[src/design/assert_macros.svh]
// assertion macros shared by the blend pipeline
`ifndef ASSERT_MACROS_SVH
`define ASSERT_MACROS_SVH

// same-cycle implication, disabled in reset
`define AOP_ASSERT_IMPL(lbl, ante, cons) \
  lbl: assert property (@(posedge clk_i) disable iff (!rst_ni) (ante) |-> cons) \
    else $error("assertion failed");

// next-cycle implication, disabled in reset
`define AOP_ASSERT_NEXT(lbl, ante, cons) \
  lbl: assert property (@(posedge clk_i) disable iff (!rst_ni) (ante) |=> cons) \
    else $error("assertion failed");

`endif

[src/design/aop_pkg.sv]
// types and constants of the alpha-over blend pipeline
package aop_pkg;

  localparam logic [7:0] FullScale       = 8'd255;
  localparam int unsigned NumChannels    = 3;
  localparam int unsigned QuoBits        = 8;
  localparam int unsigned DivBitsPerStage = 2;
  localparam int unsigned DivStages      = QuoBits / DivBitsPerStage;

  // channel order inside the color vectors: 2 red, 1 green, 0 blue
  typedef logic [NumChannels-1:0][7:0] color_t;

  // one beat traveling through the divider stages
  typedef struct packed {
    logic   valid;
    logic [7:0] ar;
    color_t rem;
    color_t low;
    color_t quo;
  } div_beat_t;

endpackage

[src/design/aop_front.sv]
// front stages: bottom weight, result alpha and the weighted channel sums
module aop_front (
  input  logic              clk_i,
  input  logic              rst_ni,
  input  logic              valid_i,
  input  logic [31:0]       bottom_pixel_i,
  input  logic [31:0]       top_pixel_i,
  output aop_pkg::div_beat_t beat_o
);

  localparam int unsigned NumSums = aop_pkg::NumChannels;

  // stage 1: ab * (255 - at)
  logic               s1_valid_d, s1_valid_q;
  logic [7:0]         s1_at_d, s1_at_q;
  logic [15:0]        s1_prod_d, s1_prod_q;
  aop_pkg::color_t    s1_bot_d, s1_bot_q;
  aop_pkg::color_t    s1_top_d, s1_top_q;

  // stage 2: wb = prod / 255, ar = at + wb
  logic               s2_valid_d, s2_valid_q;
  logic [7:0]         s2_at_d, s2_at_q;
  logic [7:0]         s2_wb_d, s2_wb_q;
  logic [7:0]         s2_ar_d, s2_ar_q;
  aop_pkg::color_t    s2_bot_d, s2_bot_q;
  aop_pkg::color_t    s2_top_d, s2_top_q;
  logic [16:0]        div255_sum;
  logic [8:0]         ar_sum;

  // stage 3: cb * wb + ct * at
  logic               s3_valid_d, s3_valid_q;
  logic [7:0]         s3_ar_d, s3_ar_q;
  aop_pkg::color_t    s3_hi_d, s3_hi_q;
  aop_pkg::color_t    s3_lo_d, s3_lo_q;
  logic [NumSums-1:0][15:0] num;

  assign s1_valid_d = valid_i;
  assign s1_at_d    = top_pixel_i[31:24];
  assign s1_prod_d  = {8'd0, bottom_pixel_i[31:24]} *
                      {8'd0, aop_pkg::FullScale - top_pixel_i[31:24]};
  assign s1_bot_d   = bottom_pixel_i[23:0];
  assign s1_top_d   = top_pixel_i[23:0];

  // exact floor division by 255 for products below 65535
  assign div255_sum = {1'b0, s1_prod_q} + {9'd0, s1_prod_q[15:8]} + 17'd1;
  assign s2_valid_d = s1_valid_q;
  assign s2_at_d    = s1_at_q;
  assign s2_wb_d    = div255_sum[15:8];
  assign ar_sum     = {1'b0, s1_at_q} + {1'b0, div255_sum[15:8]};
  assign s2_ar_d    = ar_sum[7:0];
  assign s2_bot_d   = s1_bot_q;
  assign s2_top_d   = s1_top_q;

  always_comb begin
    for (int ch = 0; ch < NumSums; ch++) begin
      num[ch] = 16'({8'd0, s2_bot_q[ch]} * {8'd0, s2_wb_q}) +
                16'({8'd0, s2_top_q[ch]} * {8'd0, s2_at_q});
      s3_hi_d[ch] = num[ch][15:8];
      s3_lo_d[ch] = num[ch][7:0];
    end
  end
  assign s3_valid_d = s2_valid_q;
  assign s3_ar_d    = s2_ar_q;

  always_ff @(posedge clk_i or negedge rst_ni) begin
    if (!rst_ni) begin
      s1_valid_q <= 1'b0;
      s2_valid_q <= 1'b0;
      s3_valid_q <= 1'b0;
    end else begin
      s1_valid_q <= s1_valid_d;
      s2_valid_q <= s2_valid_d;
      s3_valid_q <= s3_valid_d;
    end
  end

  always_ff @(posedge clk_i) begin
    s1_at_q   <= s1_at_d;
    s1_prod_q <= s1_prod_d;
    s1_bot_q  <= s1_bot_d;
    s1_top_q  <= s1_top_d;
    s2_at_q   <= s2_at_d;
    s2_wb_q   <= s2_wb_d;
    s2_ar_q   <= s2_ar_d;
    s2_bot_q  <= s2_bot_d;
    s2_top_q  <= s2_top_d;
    s3_ar_q   <= s3_ar_d;
    s3_hi_q   <= s3_hi_d;
    s3_lo_q   <= s3_lo_d;
  end

  // upper byte of the sum is already below ar, so it seeds the remainder
  always_comb begin
    beat_o       = '0;
    beat_o.valid = s3_valid_q;
    beat_o.ar    = s3_ar_q;
    beat_o.rem   = s3_hi_q;
    beat_o.low   = s3_lo_q;
  end

endmodule

[src/design/aop_div_stage.sv]
// one divider stage: a few quotient bits of each channel by the result alpha
module aop_div_stage (
  input  logic               clk_i,
  input  logic               rst_ni,
  input  aop_pkg::div_beat_t beat_i,
  output aop_pkg::div_beat_t beat_o
);

  aop_pkg::div_beat_t beat_d, beat_q;
  logic               valid_d, valid_q;
  logic [8:0]         trial;
  logic               take;

  always_comb begin
    beat_d = beat_i;
    trial  = '0;
    take   = 1'b0;
    for (int ch = 0; ch < aop_pkg::NumChannels; ch++) begin
      for (int s = 0; s < aop_pkg::DivBitsPerStage; s++) begin
        trial = {beat_d.rem[ch], beat_d.low[ch][7]};
        // zero alpha keeps every quotient bit clear
        take  = (trial >= {1'b0, beat_d.ar}) && (beat_d.ar != 8'd0);
        beat_d.rem[ch] = take ? 8'(trial - {1'b0, beat_d.ar}) : trial[7:0];
        beat_d.low[ch] = {beat_d.low[ch][6:0], 1'b0};
        beat_d.quo[ch] = {beat_d.quo[ch][6:0], take};
      end
    end
  end

  assign valid_d = beat_i.valid;

  always_ff @(posedge clk_i or negedge rst_ni) begin
    if (!rst_ni) begin
      valid_q <= 1'b0;
    end else begin
      valid_q <= valid_d;
    end
  end

  always_ff @(posedge clk_i) begin
    beat_q <= beat_d;
  end

  always_comb begin
    beat_o       = beat_q;
    beat_o.valid = valid_q;
  end

endmodule

[src/design/alpha_over_pixel_blend.sv]
// alpha-over blend of two straight-alpha ARGB8888 pixels, one pixel per cycle
// path: a pixel taken in is registered through the front stages, then the divider stages, to blended_pixel_o
// throughput: one pixel every cycle; busy stays low, the pipeline never stalls
// depth: three front stages (weight, alpha, sums) and four divider stages of two bits
// reset: clears only the valid bits; no result is shown until new pixels enter
module alpha_over_pixel_blend (
  input  logic        clk_i,
  input  logic        rst_ni,
  input  logic        start,
  output logic        busy,
  input  logic [31:0] bottom_pixel_i,
  input  logic [31:0] top_pixel_i,
  output logic [31:0] blended_pixel_o,
  output logic        done_o
);

`include "assert_macros.svh"

  aop_pkg::div_beat_t beat [aop_pkg::DivStages+1];

  assign busy = 1'b0;

  aop_front u_front (
    .clk_i          (clk_i),
    .rst_ni         (rst_ni),
    .valid_i        (start),
    .bottom_pixel_i (bottom_pixel_i),
    .top_pixel_i    (top_pixel_i),
    .beat_o         (beat[0])
  );

  for (genvar g = 0; g < aop_pkg::DivStages; g++) begin : g_div
    aop_div_stage u_stage (
      .clk_i  (clk_i),
      .rst_ni (rst_ni),
      .beat_i (beat[g]),
      .beat_o (beat[g+1])
    );
  end

  assign done_o          = beat[aop_pkg::DivStages].valid;
  assign blended_pixel_o = {beat[aop_pkg::DivStages].ar,
                            beat[aop_pkg::DivStages].quo[2],
                            beat[aop_pkg::DivStages].quo[1],
                            beat[aop_pkg::DivStages].quo[0]};

  // zero result alpha clears the whole pixel
  `AOP_ASSERT_IMPL(a_zero_alpha, done_o && (blended_pixel_o[31:24] == 8'd0), (blended_pixel_o == 32'd0))
  // every accepted beat comes out after the fixed latency
  `AOP_ASSERT_IMPL(a_latency, start && !busy, ##7 done_o)
  // an opaque top pixel passes through unchanged
  `AOP_ASSERT_IMPL(a_opaque, start && (top_pixel_i[31:24] == 8'hFF), ##7 (blended_pixel_o == $past(top_pixel_i, 7)))
  // the pipeline never holds off a new beat
  `AOP_ASSERT_NEXT(a_never_busy, 1'b1, !busy)

endmodule

[config.mk]
export PLATFORM = sky130hd
export DESIGN_NAME = alpha_over_pixel_blend
export DESIGN_NICKNAME = d
export VERILOG_FILES = /design/src/design/aop_pkg.sv /design/src/design/aop_front.sv /design/src/design/aop_div_stage.sv /design/src/design/alpha_over_pixel_blend.sv
export VERILOG_INCLUDE_DIRS = /design/src /design/src/design
export SDC_FILE = /design/constraint.sdc
export NUM_CORES = 2
export LEC_CHECK = 0
export BUFFER_PORTS_ARGS = -buffer_cell sky130_fd_sc_hd__buf_2
export CORE_MARGIN = 5
export CORE_UTILIZATION = 40
export CTS_CLUSTER_DIAMETER = 60
export CTS_CLUSTER_SIZE = 12
export DETAILED_ROUTE_END_ITERATION = 7
export PLACE_DENSITY = 0.54
export SYNTH_ARGS = -nofsm -noshare
export SYNTH_HDL_FRONTEND = slang
export SYNTH_HIERARCHICAL = 1
export SYNTH_SLANG_ARGS = --single-unit
[constraint.sdc]
create_clock -name clk_i -period 6.7 [get_ports clk_i]
set_clock_uncertainty 0.1 [all_clocks]
set_input_delay 0.67 -clock clk_i [delete_from_list [all_inputs] [get_ports clk_i]]
set_output_delay 0.67 -clock clk_i [all_outputs]
set_load 0.05 [all_outputs]
==> results list <==
- The H-tree was split into 2 levels.
- Total via count after detailed routing: 23127
- Measured along the x axis, the die boundary spans 301.0 µm.
* Cell chain of the critical path: nand2_1, fa_1, fa_1, inv_1, fa_1, fa_1, fa_1, inv_1, fa_1, inv_1, ha_1, or3_4, nand2b_1, a41oi_2, o21ai_0, a21oi_1, xnor2_1
- The top cell types in the final layout, fill and taps aside, are sky130_fd_sc_hd__inv_1, sky130_fd_sc_hd__ha_1, sky130_fd_sc_hd__dfxtp_1, sky130_fd_sc_hd__fa_1, sky130_fd_sc_hd__and2_1.
* Worst reg2reg endpoint: u_front/beat_o[63]$_DFF_P_
* Count of nets left with antenna violations after detail routing: 0
- After detailed routing, the number of vias per cell comes to 4.869.
- IO Pins: just over 100
* Total core area: roughly 84000 µm²
- PortBufs: 99
- The tree is rooted in a sky130_fd_sc_hd__clkbuf_16.
* Critical Path Max Stage Delay: 0.98 ns
- Once the clock tree was built, the setup fixing pass inserted 0 buffers.
- Antenna cells: 0
* First-pass GRT wire length: 128300 µm
- Clock-pin slew was measured on the worst setup and hold paths at around 0.060 ns.
- The worst path in the final design needs a cycle of 5.993 ns, including I/O delays and setup.
- Counting along the longest clock path gives a buffer depth of 3.
- Max-cap violations in this run came to 0.
* Termination of the worst setup path: u_front/beat_o[63]$_DFF_P_
* Actual transition at the worst max-transition pin: between 1 and 1.5 ns
- By instance count, the cell type seen most on the critical path is sky130_fd_sc_hd__fa_1.
* Number of standard-cell rows in the floorplan: between 100 and 150
- Number of warnings printed during yosys synthesis: 6
- Syn_area_per_cell: 9.823 µm²
- FF-to-FF setup slack: 0.71 ns
* Outcome: finished clean
- Max frequency: 166.9 MHz
- Max-slew headroom at the worst pin: 31.12%
* Initial core utilization: 40.41%
* Count of filler cells inserted in the layout: 8221
- The number of max-slew violations in the final report is 0.
- The HPWL after detailed placement is 61760 µm.
- RR Startpoint: u_front/s2_wb_q[1]$_DFF_P_
- Setup repair after global routing left no endpoint under its margin.
- Total routed wirelength: 77760 µm
- In this run, the number of DRC markers left after iteration 0 of detailed routing was between 800 and 900.
- Avg WL per Cell: 16.37 µm
* Worst min-delay path category: in2reg
- Tracing the worst setup path back leads to its startpoint at u_front/s2_wb_q[1]$_DFF_P_.
- Number of iterations in the first detailed-routing pass: 5
- After clock tree synthesis, the repair step resized 0 gates.
- Final setup violation count: 0
- In the synthesized netlist, the number of instances is 3448.
- For this run, design rule violations remaining after detail routing come to 0.
* Overall die height: about 300 µm
- Fraction of the cycle the final worst path needs: 89.45%
- Vias in the first global route: 23967
* Clock Latency Late Sink: ~0.62 ns
* Total number of clock tree sinks: a little over 400
* Master of the slowest instance on the critical path: sky130_fd_sc_hd__dfxtp_1
- Summed over all layers, the global routing overflow is 0.
- Setup crit end kind: flip-flop
- Synthesized netlist net count: 4292
* FF+latch area: 8183 µm²
- In this run the worst path has a maximum fanout of 24.
* Area enclosed by the die boundary: between 90000 and 100000 µm²
- Most common library cell in the layout ignoring fill and taps: sky130_fd_sc_hd__inv_1
- The worst setup path is launched from a flip-flop.
- For the final routed database, the setup TNS stands at 0 ns.
- In the post-route analysis, the smallest setup slack over all paths is 0.7069 ns.
* Clock tree from TritonCTS: yes
- After synthesis the cells add up to between 30000 and 40000 µm².
- Synthesis-to-finish area growth: 10.83%
- The number of failing hold endpoints at the final stage is 0.
- Depth of the most critical reg-to-reg path: 17
* Share of post-route cells with drive strength above 1: 8.684%
- Data on the critical path arrives at its endpoint at 6.36 ns.
* Start-to-end type of the worst setup path: reg2reg
* Maximum number of pins on one net before global-route repair: 25
- The initial antenna violation count is 1.
- Number of buffers created by CTS: 54
* Multi-input combinational cell area: 23240 µm²
* Worst setup slack after placement: 0.6943 ns
- GPL Wtd Cong: ~0.84
* GRT Total Usage: between 15 and 20%
- For this run, the post-layout net count is 4427.
- STA puts the critical path data required time at between 7 and 8 ns.
-- worst min path at each step --
stage / startpoint / end / cells after the start
detailed placement: u_front/beat_o[24]$_DFF_P_ / g_div[0].u_stage/beat_o[26]$_DFF_P_ / 0
CTS: bottom_pixel_i[5] / u_front/s1_bot_q[5]$_DFF_P_ / 1
global placement: u_front/s1_top_q[6]$_DFF_P_ / u_front/s2_top_q[6]$_DFF_P_ / 0
finish: bottom_pixel_i[5] / u_front/s1_bot_q[5]$_DFF_P_ / 1
global route: top_pixel_i[2] / u_front/s1_top_q[2]$_DFF_P_ / 1
floorplan: u_front/beat_o[24]$_DFF_P_ / g_div[0].u_stage/beat_o[26]$_DFF_P_ / 0
-- what timing repair did --
item,CTS,global route
endpoints found under the setup margin,0,0
hold buffers,11,0
hold endpoints to repair,17,0
-- metal layers --
layer / global-route usage [%] / part of all wire, % / up-vias
met5: 0 / 0 / -
met4: 4.382 / 2.5 / 0
met2: 29.09 / 47 / 363
li1: - / - / 11551
met3: 2.185 / 3.6 / 106
met1: 24.27 / 47 / 11107
-- worst max-delay path: cells and delay by family, from the launching register on --
family | cells | cell delay, ns
AND/OR/NAND/NOR | 3 | 0.74
flip-flops | 1 | 0.98
AO/OA/AOI/OAI | 3 | 0.54
adder cells (fa/ha/maj) | 7 | 3.25
buffers and inverters | 3 | 0.14
XOR/XNOR | 1 | 0.09
-- stage by stage --
stage | util [%] | cells | hold WS (ns) | area, µm²
floorplan | - | 3448 | 0.2096 | 33870
global route | 44.78 | 4750 | 0.01203 | 37540
CTS | 44.78 | 4750 | 0.0001046 | 37540
finish | 44.78 | 4750 | 0.04586 | 37540
detailed placement | 42.58 | 4650 | 0.2121 | 35690
global placement | 42.58 | 4650 | 0.2101 | 35690
-- state kept, by name (all words and copies together) (netlist names), 4 cells and up --
signal	flops
u_front/s1_top_q	24
u_front/s2_wb_q	8
u_front/beat_o	48
u_front/s1_at_q	8
u_front/s2_bot_q	24
u_front/s2_ar_q	8
u_front/s3_ar_q	8
u_front/s1_bot_q	24
g_div.u_stage/beat_o	200
g_div.u_stage/valid_q	4
u_front/s2_at_q	8
u_front/s2_top_q	24
u_front/s1_prod_q	16
-- cell type report --
class,count,area share [%]
Clock buffer,62,3.813
Clock inverter,27,0.8066
Inverter,579,5.790
Multi-Input combinational cell,2408,61.90
Sequential cell,407,21.80
Tap cell,1134,3.780
Timing Repair Buffer,133,2.107
Power is not shown: default switching activity piles up to over one toggle a cycle in this logic, so the estimate is an artifact.
